## src/rtl/wpa_pkg.sv

```systemverilog
// ----------------------------------------------------------------------------
// wpa_pkg
// Shared types and constants of the weighted pixel accumulation film.
// ----------------------------------------------------------------------------
package wpa_pkg;

  localparam int CSUM_W = 40;
  localparam int WSUM_W = 32;
  localparam int COMP_W = 16;
  localparam int OUT_W  = 18;

  localparam logic [1:0] KIND_ADD  = 2'd0;
  localparam logic [1:0] KIND_SET  = 2'd1;
  localparam logic [1:0] KIND_READ = 2'd2;

  localparam logic [1:0] ST_OK    = 2'd0;
  localparam logic [1:0] ST_BLACK = 2'd1;
  localparam logic [1:0] ST_RANGE = 2'd2;

  localparam logic [1:0] REG_WIDTH  = 2'd0;
  localparam logic [1:0] REG_HEIGHT = 2'd1;
  localparam logic [1:0] REG_THRESH = 2'd2;

  localparam logic [OUT_W-1:0] OUT_CLAMP = 18'd256000;

  typedef struct packed {
    logic [1:0]        kind;
    logic [7:0]        pixel_x;
    logic [7:0]        pixel_y;
    logic [COMP_W-1:0] red_in;
    logic [COMP_W-1:0] green_in;
    logic [COMP_W-1:0] blue_in;
    logic [COMP_W-1:0] weight_in;
  } in_item_t;

  typedef struct packed {
    logic [OUT_W-1:0] red_out;
    logic [OUT_W-1:0] green_out;
    logic [OUT_W-1:0] blue_out;
    logic [1:0]       read_status;
  } out_item_t;

endpackage

```

## src/rtl/wpa_front.sv

```systemverilog
// ----------------------------------------------------------------------------
// wpa_front
// Classifies items, checks range, computes the pixel index, and queues
// commands (two-entry queue) for the back end.
// ----------------------------------------------------------------------------
module wpa_front import wpa_pkg::*; #(
  parameter int MAX_WIDTH  = 256,
  parameter int MAX_HEIGHT = 256,
  parameter int IDX_W      = 16
) (
  input  logic             clk_i,
  input  logic             rst_ni,
  input  logic             in_valid_i,
  output logic             in_ready_o,
  input  in_item_t         in_data_i,
  input  logic [8:0]       width_i,
  input  logic [8:0]       height_i,
  output logic             cmd_valid_o,
  input  logic             cmd_ready_i,
  output logic [1:0]       cmd_kind_o,
  output logic             cmd_inside_o,
  output logic [IDX_W-1:0] cmd_idx_o,
  output logic [4*COMP_W-1:0] cmd_pay_o
);
  localparam int ENT_W = 3 + IDX_W + 4*COMP_W;
  // caps beyond 511 can never bind against a 9-bit size register
  localparam int MW = (MAX_WIDTH  > 511) ? 511 : MAX_WIDTH;
  localparam int MH = (MAX_HEIGHT > 511) ? 511 : MAX_HEIGHT;

  logic [8:0]  wuse, huse;
  logic        in_range;
  logic [17:0] idx_full;
  logic [ENT_W-1:0] ent;
  logic [ENT_W-1:0] q_q [2];
  logic [ENT_W-1:0] q_d0, q_d1;
  logic [1:0]  cnt_q, cnt_d;
  logic        push, pop;

  // in range implies idx < wuse*huse <= MAX_WIDTH*MAX_HEIGHT
  always_comb begin
    wuse = (width_i  > 9'(MW)) ? 9'(MW) : width_i;
    huse = (height_i > 9'(MH)) ? 9'(MH) : height_i;
    idx_full = 18'(in_data_i.pixel_y) * 18'(wuse) + 18'(in_data_i.pixel_x);
    in_range = ({1'b0, in_data_i.pixel_x} < wuse) && ({1'b0, in_data_i.pixel_y} < huse);
    ent = {in_data_i.kind, in_range, IDX_W'(idx_full), in_data_i.red_in,
           in_data_i.green_in, in_data_i.blue_in, in_data_i.weight_in};
  end

  assign in_ready_o  = (cnt_q != 2'd2);
  assign push        = in_valid_i && in_ready_o && (in_data_i.kind != 2'd3);
  assign cmd_valid_o = (cnt_q != 2'd0);
  assign pop         = cmd_valid_o && cmd_ready_i;
  assign {cmd_kind_o, cmd_inside_o, cmd_idx_o, cmd_pay_o} = q_q[0];

  always_comb begin
    q_d0 = q_q[0];
    q_d1 = q_q[1];
    cnt_d = cnt_q;
    if (pop) begin
      q_d0 = q_q[1];
      cnt_d = cnt_d - 2'd1;
    end
    if (push) begin
      if (cnt_d == 2'd0) q_d0 = ent;
      else q_d1 = ent;
      cnt_d = cnt_d + 2'd1;
    end
  end

  always_ff @(posedge clk_i or negedge rst_ni) begin
    if (!rst_ni) begin
      cnt_q <= 2'd0;
    end else begin
      cnt_q <= cnt_d;
    end
  end

  always_ff @(posedge clk_i) begin
    q_q[0] <= q_d0;
    q_q[1] <= q_d1;
  end
endmodule

```

## config.mk

```make
export PLATFORM = sky130hd
export DESIGN_NAME = wpa_front
export DESIGN_NICKNAME = d
export VERILOG_FILES = /design/src/rtl/wpa_pkg.sv /design/src/rtl/wpa_front.sv
export SDC_FILE = /design/constraint.sdc
export NUM_CORES = 1
export LEC_CHECK = 0
export ABC_AREA = 1
export BUFFER_PORTS_ARGS = -buffer_cell sky130_fd_sc_hd__clkbuf_2
export CELL_PAD_IN_SITES_DETAIL_PLACEMENT = 0
export CELL_PAD_IN_SITES_GLOBAL_PLACEMENT = 1
export CORE_ASPECT_RATIO = 0.7
export CORE_MARGIN = 4
export CORE_UTILIZATION = 42
export CTS_BUF_LIST = sky130_fd_sc_hd__clkbuf_8 sky130_fd_sc_hd__clkbuf_16
export CTS_CLUSTER_DIAMETER = 30
export DETAILED_ROUTE_END_ITERATION = 16
export PLACE_DENSITY_LB_ADDON = 0.1
export SYNTH_ARGS = -nofsm -noshare
export SYNTH_HDL_FRONTEND = slang
export SYNTH_SLANG_ARGS = --single-unit
```

## constraint.sdc

```tcl
create_clock -name clk_i -period 6.69 [get_ports clk_i]
set_input_delay 0.3345 -clock clk_i [delete_from_list [all_inputs] [get_ports clk_i]]
set_output_delay 0.3345 -clock clk_i [all_outputs]
set_load 0.005 [all_outputs]
```

==> impl_metrics.yaml <==
outcome:
  status: "completed"
finish:
  final_cells: 1494
  num_antenna_cells: 0
  nFillCells: 2226
  drive_above_1_share_pct: 20.64
  layout-area-overhead-vs-synth_pct: 11.11
  layout.nets: 1375
detailed_routing:
  vias: 7305
  wl_per_cell_um: 16.00
  finalWirelength_um: 23910
  drc: 0
  ant_nets: 0
  routed_via_density: 4.890
  drt_first_pass_iters: 5
  drt_iter0_drc: 420
clock_tree:
  cts_resized: 0
  cts-htree-levels: 4
  clkLatencyLatePin_ps: 420
  cts_setup_buffers: 0
  hold_buffers: 1
  clockBufferDepth: 2
  clock-sinks: 168
  cts_made_buffers: 17
  clk_pin_slew_ps: 70
  cts_root_buf: "clkbuf_16"
  cts_tree: "yes"
global_routing:
  grt_max_degree: 107
  grt_pass1_wl_um: 37870
  grt_usage_pct: 18.53
  grt_pass1_vias: 6905
  grt-ovfl-total: 0
  antenna_found_initial: 1
logic_synthesis:
  yosys.cell_types.count: 37
  synth_most_common_cell: "nand2_1"
  ys_warn_count: 0
  synth_largest_area_cell: "edfxtp_1"
  avgSynthCellArea_sq_um: 9.080
  synth_top_area_share_pct: 25.35
  synth_seq_area_share_pct: 42.75
  syn-num-nets: 1289
  synth_edf_count: 83
  synth-seq-cells: 168
  ys_async_sr_fraction_pct: 1.190
  syn_inst: 1083
  synth_area_sq_mm: 0.009833
  synth_area_leaders: "edfxtp_1, dfxtp_1, fa_1"
  synth_ff_type: "edfxtp_1"
  synth_common_cells: "nand2_1, nor2_1, inv_1, nand3_1, buf_4"
sta:
  post-route-min-period_ps: 4629
  finClkSkew_ps: 11.36
  tns_ps: 0
  relSlewSlack_pct: 28.46
  grt_setup_unrepaired: "no"
  finalSetupViolCount: 0
  fmax_mhz: 216.0
  drv_slew: 0
  worstMarginPinSlew_ps: 1073
  period_share_pct: 69.19
  finalHoldViolations: 0
die:
  die_area_sq_mm: 0.02596
  die-height_um: 136.0
  rows: 46
  dieWidth_um: 190.9
  ios: 189
  initial_core_util_pct: 43.03
  core_sq_mm: 0.02285
power:
  ir_worst_vdd_uv: 210.7
  power_density_mw_per_mm2: 401.3
  power_mw: 4.384
  leakagePower_nw: 5.270
place:
  placedCellCount: 1461
  numPortBuffers: 188
  gp_congestion: 0.9113
  dpl.hpwl_um: 17300
critical_path:
  crit_chain: "clkbuf_2, nor2_1, nand2_1, o21ai_2, nand2_1, inv_1, nand2_1, fa_1, inv_1, fa_1, inv_1, fa_1, fa_1, inv_1, ha_1, a21oi_1, nand2_2, nand3_1, nand2_2, a21oi_1, nand2_1, and2_1"
  path_buf_inv: 5
  critPathArrivalTime_ps: 4810
  max_stage_delay_ps: 540
  worstSetupPathType: "in -> reg"
  crit_family: "adder cells"
  cp-start-kind: "input pin"
  path_depth: 22
  r2r_cells: 9
  cp_max_fo: 6
  cp-end-kind: "flop"
  crit_required_ps: 6870
  crit_slowest_cell: "fa_1"
min_path:
  hp-class: "in -> reg"
  hold_depth: 1
job:
  max_cap_violations: 0
[final timing paths]
path / to / slack [ps] / startpoint
worst max-delay path: q_q[0][162] / 2060 / width_i[5]
worst min-delay path: q_q[0][90] / 100 / in_data_i[7]
worst max register to register: q_q[0][3] / 3340 / cnt_q[0]
worst min register to register: q_q[0][81] / 470 / q_q[0][81]
max in group asynchronous: cnt_q[1] / 6320 / rst_ni
min in group asynchronous: cnt_q[0] / 270 / rst_ni
[metal layers]
layer / share of wire (%) / global-route usage [%]
met1: 53 / 30.39
met2: 39 / 23.82
met3: 7.2 / 4.979
met4: 0.60 / 3.828
met5: 0.054 / 0
[cell type report]
class	instances	area [sq um]	area share [%]
timing repair buffer	194	1001	9.162
sequential	168	4204	38.48
clock inverter	15	105.1	0.9620
clock buffer	17	425.4	3.894
inverter	124	465.4	4.260
multi-input combinational	664	4334	39.67
tap	312	390.4	3.573
[placed cells by master (no fill, tap or decap), types with 3 or more instances in the layout]
master,count
nand2_1,190
clkbuf_2,188
nor2_1,129
inv_1,123
nand3_1,92
dfxtp_1,83
edfxtp_1,83
a31oi_1,74
ha_1,53
fa_1,49
a21oi_1,19
clkbuf_16,17
o21ai_0,8
mux2_2,7
xor2_1,6
nor3_1,4
nand4_1,4
xnor2_1,4
clkinvlp_4,4
clkinv_4,4
buf_4,4
and2_1,3
clkinv_2,3
[cells by family after synthesis]
family                     Yosys count  synth area share, %
DFF                                168                42.75
xor gates and xnor gates            12                1.221
adders and majority gates          102                16.72
muxes                                7               0.8017
buffers and inverters              251                13.35
and+or+nand+nor                    431                18.17
AOI/OAI and AO/OA                  112                6.986
[worst register-to-register path: stages (launching register included)]
cell and delay (ps):
dfrtp_1 350, inv_1 60, ha_1 200, inv_2 70
nand2_4 240, xor2_1 270, ha_1 310, nand2_4 440
buf_4 900, a31oi_1 320
[stage by stage]
stage | hold slack, ps | setup slack (ps) | area, sq um | utilization [%]
2_1_floorplan | 38.91 | 1382 | 9833 | -
3_3_place_gp | 122.8 | 1765 | 10390 | 45.45
3_5_place_dp | 125.4 | 1657 | 10390 | 45.45
4_1_cts | 82.74 | 2112 | 10930 | 47.82
5_1_grt | 80.34 | 1718 | 10930 | 47.82
6_report | 101.6 | 2061 | 10930 | 47.82
[flip-flops by register name (all words and copies together) (netlist names)]
name	count
q_q	166
cnt_q	2
[where the power goes]
group	leakage [nW]	internal (mW)	switching [mW]
logic	3.52	0.681	1.06
registers	1.50	1.57	0.180
clock network	0.254	0.474	0.420
total	5.27	2.73	1.66
Note: power is estimated with default switching activity, not from simulation.
